--- src/sv/ekt_id_ram.sv ---
// Id store of the exact-match key table: one write port, one registered read.
// No dependencies.
`default_nettype none

module ekt_id_ram #(
  parameter int unsigned Depth = 64,
  parameter int unsigned Width = 16
) (
  input  logic                      clk_i,
  input  logic                      we_i,
  input  logic [$clog2(Depth)-1:0]  waddr_i,
  input  logic [Width-1:0]          wdata_i,
  input  logic                      re_i,
  input  logic [$clog2(Depth)-1:0]  raddr_i,
  output logic [Width-1:0]          rdata_o
);

  logic [Width-1:0] mem [Depth];
  logic [Width-1:0] rdata_q;

  always_ff @(posedge clk_i) begin
    if (we_i) begin
      mem[waddr_i] <= wdata_i;
    end
  end

  always_ff @(posedge clk_i) begin
    if (re_i) begin
      rdata_q <= mem[raddr_i];
    end
  end

  assign rdata_o = rdata_q;

endmodule

`default_nettype wire

--- config.mk ---
export PLATFORM = sky130hd
export DESIGN_NAME = ekt_id_ram
export DESIGN_NICKNAME = d
export VERILOG_FILES = /design/src/sv/ekt_id_ram.sv
export SDC_FILE = /design/constraint.sdc
export NUM_CORES = 1
export LEC_CHECK = 0
export BUFFER_PORTS_ARGS = -buffer_cell sky130_fd_sc_hd__buf_2
export CELL_PAD_IN_SITES_DETAIL_PLACEMENT = 1
export CELL_PAD_IN_SITES_GLOBAL_PLACEMENT = 2
export CORE_UTILIZATION = 45
export CTS_BUF_LIST = sky130_fd_sc_hd__clkbuf_8
export CTS_CLUSTER_SIZE = 12
export DETAILED_ROUTE_END_ITERATION = 10
export PLACE_DENSITY = 0.81
export SLEW_MARGIN = 20
export SYNTH_ARGS = -nofsm -noshare
export SYNTH_HDL_FRONTEND = slang
export SYNTH_SLANG_ARGS = --single-unit
--- constraint.sdc ---
create_clock -name clk_i -period 6.8 [get_ports clk_i]
set_clock_uncertainty 0.1 [all_clocks]
set_input_delay 1.7 -clock clk_i [delete_from_list [all_inputs] [get_ports clk_i]]
set_output_delay 1.7 -clock clk_i [all_outputs]
set_load 0.1 [all_outputs]
Word level (Yosys, flattened, before mapping)
Memories as Yosys holds them, arrays and structs flattened. A register that Yosys moved wholly into a read port is not among the register bits.
Index checks and enable logic that the tools add are counted.
{"block": "totals", "regBits": 0, "ram_bits": 1024, "input_bits": 31, "output_inout_bits": 16, "elab_cells": 3, "n_memories": 1}
{"block": "op_classes", "n_mux": 2}
{"name": "mem", "depth": 64, "word_bits": 16, "rd": 1, "rd_clocked_by_memory_dff": 1, "write_ports": 1, "line_no": "18", "source": "logic [Width-1:0] mem [Depth];"}
{"op": "1-bit two-way mux", "count": 2}

Depth between registers and ports, before layout
Gate-level depths: netlist (run 1).
{"block": "depth", "depth_word": 2, "mapped_depth": 10, "depth_no_buf": 5}

Least setup slack after synthesis (run 1)
OpenSTA, ideal clock, no wires.
{"block": "synth_path", "path_kind": "input port to flip-flop", "startpoint": "in waddr_i[3]", "endpoint": "mem mem[48][0] (enable)", "setup_ns": 0.409, "arrival_time_ns": 3.326, "required_ns": 6.291, "path_slack_ns": 2.965, "cell_stages": 4, "path_buffers": 1, "cell_sequence": "clkbuf_1 nor2b_1 nand4b_1 nor3_1"}
{"item": "from (decl)", "line_no": "11", "source": "input logic [$clog2(Depth)-1:0] waddr_i,"}
{"item": "to (decl)", "line_no": "18"}
No word-level cell before the write port.

==> flow_metrics.py, run 1 <==
metrics = {
    "route": {
        "first_pass_iters": 6,
        "drc_errors": 0,
        "postRouteAntennaNets": 0,
        "routedWlPerCell_um": 31.46,
        "postRouteWirelength_um": 103900,
        "drt_iter0_drc": 2376,
        "vias_per_cell": 6.012,
        "vias": 19860,
    },
    "worst_setup_path": {
        "required_ps": 7230,
        "path_cells": "buf_8, buf_12, mux4_1, mux2_2, a21oi_1, nor4_2",
        "r2r-start": "mem[22][3]",
        "crit_slowest_cell": "mux4_1",
        "crit_fanout": 65,
        "path_class": "input pin to flop",
        "start_kind": "input pin",
        "end_kind": "flop",
        "cp_data_arrival_time_ps": 4570,
        "crit_start": "raddr_i[0]",
        "slowest_delay_ps": 630,
    },
    "sta": {
        "slew_viol_final": 0,
        "fin_setup_tns_ps": 0,
        "timing.slew.headroom_pct": 26.84,
        "fin_crit_ps": 4139,
        "rsz0062_at_grt": "false",
        "hold_viol": 0,
        "period_share_pct": 60.87,
        "tightest_slew_ps": 1096,
        "fmax_mhz": 241.6,
        "setup_viol": 0,
    },
    "layout": {
        "fill_cells": 7919,
        "syn_to_final_growth_pct": 11.66,
        "final_util_pct": 50.79,
        "final_area_sq_um": 44890,
        "seqCellArea_sq_um": 31230,
        "nNetsFinal": 2054,
        "drive_gt1_share_pct": 28.20,
        "multi_input_area_sq_um": 8309,
    },
    "yosys": {
        "synth_top_family_by_area": "multiplexers",
        "synth_edf_count": 1040,
        "synth_nets": 1860,
        "muxShareOfSynthArea_pct": 15.46,
        "synth_cells": 1829,
        "synth_ff_type": "edfxtp_1",
        "yosys.cell_types.count": 42,
        "synth_seq_area_share_pct": 77.68,
        "syn_area_sq_um": 40200,
        "yosys_warnings": 0,
        "synth_compound_gate_area_share_pct": 2.400,
        "synth_xor_area_share_pct": 0,
        "synthSimpleGateAreaFrac_pct": 2.636,
        "syn_area_per_cell_sq_um": 21.98,
        "synth-seq-cells": 1040,
        "async_flop_share_pct": 0,
        "synthAdderAreaFrac_pct": 0,
    },
    "run_status": {
        "status": "finished clean",
    },
    "floorplan": {
        "pin_count": 47,
        "core_area_sq_um": 88370,
        "rows": 109,
        "initial_core_util_pct": 45.49,
        "die-area_sq_um": 90540,
        "die_w_um": 300.9,
        "die_y_um": 300.9,
    },
    "clocking": {
        "clock_sinks": 1040,
        "h-tree-depth": 4,
        "clock_latency_ps": 800,
        "numCtsBuffers": 164,
        "clkTransAtPathRegs_ps": 70,
        "cts_setup_buffers": 0,
        "cts_hold_buf": 0,
        "clockBufferDepth": 3,
        "cts-root-buf": "clkbuf_8",
        "cts_resized": 0,
        "cts_tree": "built",
    },
    "power_and_ir_drop": {
        "p_per_area_nw_per_um2": 283.4,
        "leakagePower_nw": 14.30,
        "power.internal_w": 0.009810,
        "power.clock.fraction_pct": 38.2,
        "combPwrFrac_pct": 5.7,
        "finalPower_w": 0.01272,
        "ir_drop_mv": 0.1926,
        "p_sw_w": 0.002912,
        "power.share.sequential_pct": 56.1,
        "p_sw_share_pct": 22.89,
    },
    "global_route": {
        "grt_pass1_wl_um": 148600,
        "grt_overflow": 0,
        "track_usage_pct": 23.27,
        "grt_pass1_vias": 21060,
        "antenna_found_initial": 5,
        "grt_max_degree": 99,
    },
    "run": {
        "drv_cap": 0,
    },
    "place": {
        "gp_congestion": 0.8475,
        "dp_hpwl_um": 61200,
        "placed_cell_area_sq_um": 41950,
        "io_buffers": 46,
    },
    "worst_hold_path": {
        "holdCritStartpoint": "mem[40][9]",
        "hold_class": "flop to flop",
    },
}
-- per-stage QoR --
stage,hold slack [ps],worst slack [ps],cells
after CTS,895.0,2660,3300
after detailed placement,889.6,1783,3022
after global placement,864.7,1811,3022
after floorplan,728.0,2965,1829
after global routing,968.4,2564,3301
final,890.8,2661,3303
-- flip-flops by register name, indices dropped and copies added (netlist names) --
signal,cells
mem,1024
rdata_o,16
-- power groups by stage --
stage          Clock, W  Sequential (W)  Combinational [W]
2_1_floorplan         0         0.00732           0.000368
3_3_place_gp          0         0.00727           0.000706
3_5_place_dp          0         0.00727           0.000730
4_1_cts         0.00494         0.00714           0.000732
5_1_grt         0.00518         0.00714           0.000762
6_report        0.00485         0.00714           0.000730
-- final cells by class --
cell class / instances / share of cell area (%)
timing repair buffer: 132 / 2.146
antenna: 3 / 0.01672
tap: 1165 / 3.247
clock inverter: 107 / 1.265
clock buffer: 171 / 5.243
multi-input combinational: 685 / 18.51
sequential: 1040 / 69.57
-- cells in the final DEF (no fill, tap or decap), types with 27 or more instances in the layout --
master / instances
nor2b_1: 27
buf_2: 43
clkbuf_8: 172
nand2_1: 59
nor2_1: 60
mux4_2: 220
mux2i_1: 85
buf_4: 81
clkinv_1: 31
mux2_2: 27
edfxtp_1: 1040
a22oi_1: 39
inv_1: 48
-- cell families (layout without fill, tap and decap cells) --
group | Yosys count | after routing
buffers and inverters | 104 | 410
flip-flops | 1040 | 1040
multiplexers | 336 | 336
AO/OA/AOI/OAI | 129 | 129
AND/OR/NAND/NOR | 220 | 220
other | 0 | 3
-- worst max-delay path, delay by kind of cell --
kind | cells | cell delay (ps)
buffers and inverters | 2 | 1060
muxes | 2 | 960
AOI/OAI and AO/OA | 1 | 610
and+or+nand+nor | 1 | 90
-- worst paths after layout --
path	endpoint	slack, ps	depth (start not counted)
min reg2reg	rdata_o[9]	890	4
max reg2reg	rdata_o[3]	4320	5
min	rdata_o[9]	890	4
max	rdata_o[6]	2660	6
-- cells in the mapped netlist, types with 12 or more instances --
cell / count / area [sq um]
edfxtp_1: 1040 / 31230
mux4_2: 220 / 4955
mux2i_1: 85 / 850.8
nor2_1: 72 / 270.3
nand2_1: 59 / 221.5
a22oi_1: 39 / 292.8
buf_2: 36 / 180.2
nor2b_1: 30 / 187.7
mux2_2: 27 / 304.0
clkbuf_1: 24 / 90.09
nand3_1: 24 / 120.1
a21oi_1: 17 / 85.08
buf_6: 17 / 191.4
a221oi_1: 16 / 140.1
buf_4: 13 / 97.59
nand4_1: 12 / 75.07
-- routing by layer --
metal,global-route usage [%],up-vias,share of wire [%]
met5,0,-,0.013
met4,9.077,2,3.5
met3,4.834,209,8.4
met2,37.05,1000,48
met1,31.66,10560,40
li1,-,8088,-
Note: power is estimated with default switching activity, not from simulation.
==> inputs of run 2 (changes only) <==
--- a/config.mk
+++ b/config.mk
@@ -5,14 +5,15 @@
 export SDC_FILE = /design/constraint.sdc
 export NUM_CORES = 1
 export LEC_CHECK = 0
+export ABC_AREA = 1
 export BUFFER_PORTS_ARGS = -buffer_cell sky130_fd_sc_hd__buf_2
 export CELL_PAD_IN_SITES_DETAIL_PLACEMENT = 1
 export CELL_PAD_IN_SITES_GLOBAL_PLACEMENT = 2
-export CORE_UTILIZATION = 45
+export CORE_UTILIZATION = 41
 export CTS_BUF_LIST = sky130_fd_sc_hd__clkbuf_8
 export CTS_CLUSTER_SIZE = 12
 export DETAILED_ROUTE_END_ITERATION = 10
-export PLACE_DENSITY = 0.81
+export PLACE_DENSITY = 0.87
 export SLEW_MARGIN = 20
 export SYNTH_ARGS = -nofsm -noshare
 export SYNTH_HDL_FRONTEND = slang
==> constraint.sdc (replaced) <==
create_clock -name clk_i -period 3.7 [get_ports clk_i]
set_clock_uncertainty 0.1 [all_clocks]
set_input_delay 0.925 -clock clk_i [delete_from_list [all_inputs] [get_ports clk_i]]
set_output_delay 0.925 -clock clk_i [all_outputs]
set_load 0.1 [all_outputs]
==> run 2 against run 1 <==
Net effect:
- critical endpoint is now rdata_o[4]
- clock-buffer cell count grew 2
- via count grew 45%
- power grew 88%
==> flow_metrics.py, run 2 <==
metrics = {
    "run_status": {
        "status": "finished clean",
    },
    "floorplan": {
        "die_w_um": 323.0,
        "rows": 117,
        "die_y_um": 323.0,
        "core_area_sq_um": 102000,
        "initial_core_util_pct": 41.42,
        "die-area_sq_um": 104400,
        "pin_count": 47,
    },
    "layout": {
        "final_area_sq_um": 47540,
        "fill_cells": 10780,
        "nNetsFinal": 3705,
        "mostFrequentLayoutCell": "nand2_1",
        "syn_to_final_growth_pct": 12.49,
        "drive_gt1_share_pct": 11.23,
        "largest_reg_flops": 1024,
        "most-common-layout-cells": "1296 x nand2_1, 1040 x edfxtp_1, 871 x nand3_1, 173 x clkbuf_8, 128 x buf_4",
        "top_register": "mem",
    },
    "worst_setup_path": {
        "path_cells": "buf_2",
        "crit_fanout": 1,
        "end_kind": "output pin",
        "start_kind": "flop",
        "r2r_cells": 8,
        "r2r-start": "mem[7][11]",
        "regToRegSetupSlack_ps": 1800,
        "path_buf_inv": 1,
        "path_class": "flop to output pin",
        "required_ps": 2670,
        "path_delay_family": "flip-flops",
        "crit_slowest_cell": "edfxtp_1",
        "slowest_delay_ps": 570,
        "r2r-end": "rdata_o[11]",
        "cp_data_arrival_time_ps": 1930,
    },
    "route": {
        "drc_errors": 0,
        "drt_iter0_drc": 3204,
        "vias_per_cell": 5.576,
        "routedWlPerCell_um": 25.22,
        "postRouteAntennaNets": 0,
        "first_pass_iters": 7,
        "postRouteWirelength_um": 130500,
        "vias": 28850,
    },
    "worst_hold_path": {
        "whs_path_depth": 1,
        "min_to": "mem[53][11]",
        "hold_class": "input pin to flop",
        "holdCritStartpoint": "wdata_i[11]",
    },
    "power_and_ir_drop": {
        "power.clock.fraction_pct": 37.5,
        "leakagePower_nw": 17.31,
        "p_sw_share_pct": 25.40,
        "combPwrFrac_pct": 7.6,
        "power.internal_w": 0.01784,
        "p_per_area_nw_per_um2": 503.0,
        "ir_drop_mv": 0.3057,
        "p_sw_w": 0.006074,
        "power.share.sequential_pct": 54.8,
    },
    "place": {
        "place_ws_ps": 483.9,
        "gp_congestion": 0.8705,
        "dp_hpwl_um": 79550,
        "placed_cell_area_sq_um": 44580,
        "io_buffers": 46,
    },
    "clocking": {
        "clock_latency_ps": 860,
        "cts-root-buf": "clkbuf_8",
        "clock_sinks": 1040,
        "cts_resized": 0,
        "h-tree-depth": 4,
        "clockBufferDepth": 3,
        "cts_setup_buffers": 0,
        "cts_hold_buf": 0,
        "cts_tree": "built",
        "numCtsBuffers": 170,
        "clkTransAtPathRegs_ps": 60,
    },
    "global_route": {
        "grt_max_degree": 129,
        "grt_pass1_vias": 30180,
        "grt_pass1_wl_um": 193000,
        "antenna_found_initial": 11,
        "track_usage_pct": 25.26,
        "grt_overflow": 0,
    },
    "yosys": {
        "synth-seq-cells": 1040,
        "synth_edf_count": 1040,
        "synth.largest_area_cell": "edfxtp_1",
        "yosys.cell_types.count": 15,
        "synth_nets": 3548,
        "synth_cells": 3517,
        "synthTopCellsByArea": "edfxtp_1 74%, nand2_1 12%, nand3_1 10%, buf_2 1.3%, buf_6 1.3%",
        "yosys_warnings": 0,
        "netlist_top_cells_count": "1296 x nand2_1, 1040 x edfxtp_1, 871 x nand3_1",
        "yosys.area.top_type_share_pct": 73.90,
        "yosysMostFrequentCell": "nand2_1",
        "async_flop_share_pct": 0,
        "syn_area_per_cell_sq_um": 12.02,
        "syn_area_sq_um": 42260,
        "synth_ff_type": "edfxtp_1",
        "synth_seq_area_share_pct": 73.90,
    },
    "sta": {
        "period_share_pct": 79.74,
        "hold_viol": 0,
        "fmax_mhz": 339.0,
        "fin_setup_tns_ps": 0,
        "tightest_slew_ps": 934.6,
        "setup_slack_ps": 749.8,
        "slew_viol_final": 0,
        "rsz0062_at_grt": "false",
        "timing.slew.headroom_pct": 37.69,
        "setup_viol": 0,
        "fin_crit_ps": 2950,
    },
    "run": {
        "drv_cap": 0,
    },
}
[run 2: changes by cell type in the layout (fill, tap and decap cells not counted), moves of 13 or more]
cell,previous run,this run
a21oi_1,17,0
a221oi_1,16,0
a22oi_1,39,0
buf_12,5,37
buf_4,81,128
clkinv_1,31,44
inv_1,48,72
mux2_2,27,0
mux2i_1,85,0
mux4_2,220,0
nand2_1,59,1296
nand3_1,24,871
nor2_1,60,44
nor2b_1,27,0
[run 2: cell families (layout without fill, tap and decap cells)]
logic type / Yosys count / in the layout / share of synthesized area, %
AND/OR/NAND/NOR: 2240 / 2240 / 22.58
flip-flops: 1040 / 1040 / 73.90
buffers and inverters: 237 / 523 / 3.523
other: 0 / 3 / 0
[run 2: power by group through the flow]
stage / combinational (W) / clock (W) / sequential, W
final: 0.00183 / 0.00897 / 0.0131
after global placement: 0.00177 / 0 / 0.0134
after global routing: 0.00194 / 0.00962 / 0.0131
after detailed placement: 0.00181 / 0 / 0.0134
after CTS: 0.00182 / 0.00915 / 0.0131
after floorplan: 0.000873 / 0 / 0.0135
[run 2: worst max path at each step]
stage | start | to | cells after the start | slack (ps)
after global placement | raddr_i[1] | rdata_o[9] | 11 | 500
after CTS | rdata_o[1] | rdata_o[1] | 1 | 710
final | rdata_o[4] | rdata_o[4] | 1 | 750
after global routing | rdata_o[4] | rdata_o[4] | 1 | 680
after floorplan | we_i | mem[48][0] | 3 | 120
after detailed placement | raddr_i[1] | rdata_o[9] | 11 | 480
[run 2: final cells by class]
class / instances / area [sq um] / area share [%]
clock buffers: 173 / 2381 / 5.009
clock inverters: 128 / 569.3 / 1.198
well taps: 1368 / 1712 / 3.601
inverters: 12 / 71.32 / 0.1500
flip-flops and latches: 1040 / 31230 / 65.69
multi-input cells: 2240 / 9620 / 20.24
diodes: 3 / 7.507 / 0.01579
repair buffers: 210 / 1947 / 4.095
[run 2: through the flow]
| stage | std cells | hold WS, ps | power [W] | utilization [%] |
|---|---|---|---|---|
| global route | 5173 | 417.9 | 0.02467 | 46.59 |
| CTS | 5171 | 388.2 | 0.02408 | 46.58 |
| detailed placement | 4870 | 815.0 | 0.01517 | 43.69 |
| floorplan | 3517 | 697.2 | 0.01433 | - |
| finish | 5174 | 477.1 | 0.02391 | 46.59 |
| global placement | 4870 | 805.2 | 0.01512 | 43.69 |
[run 2: layer usage]
layer | up-vias | GRT usage (%) | part of all wire [%] | wire (um)
met3 | 212 | 5.009 | 8.0 | 10460
li1 | 12740 | - | - | -
met4 | 8 | 9.605 | 2.9 | 3777
met5 | - | 0 | 0.035 | 46
met2 | 1113 | 40.82 | 48 | 62730
met1 | 14780 | 33.67 | 41 | 53490
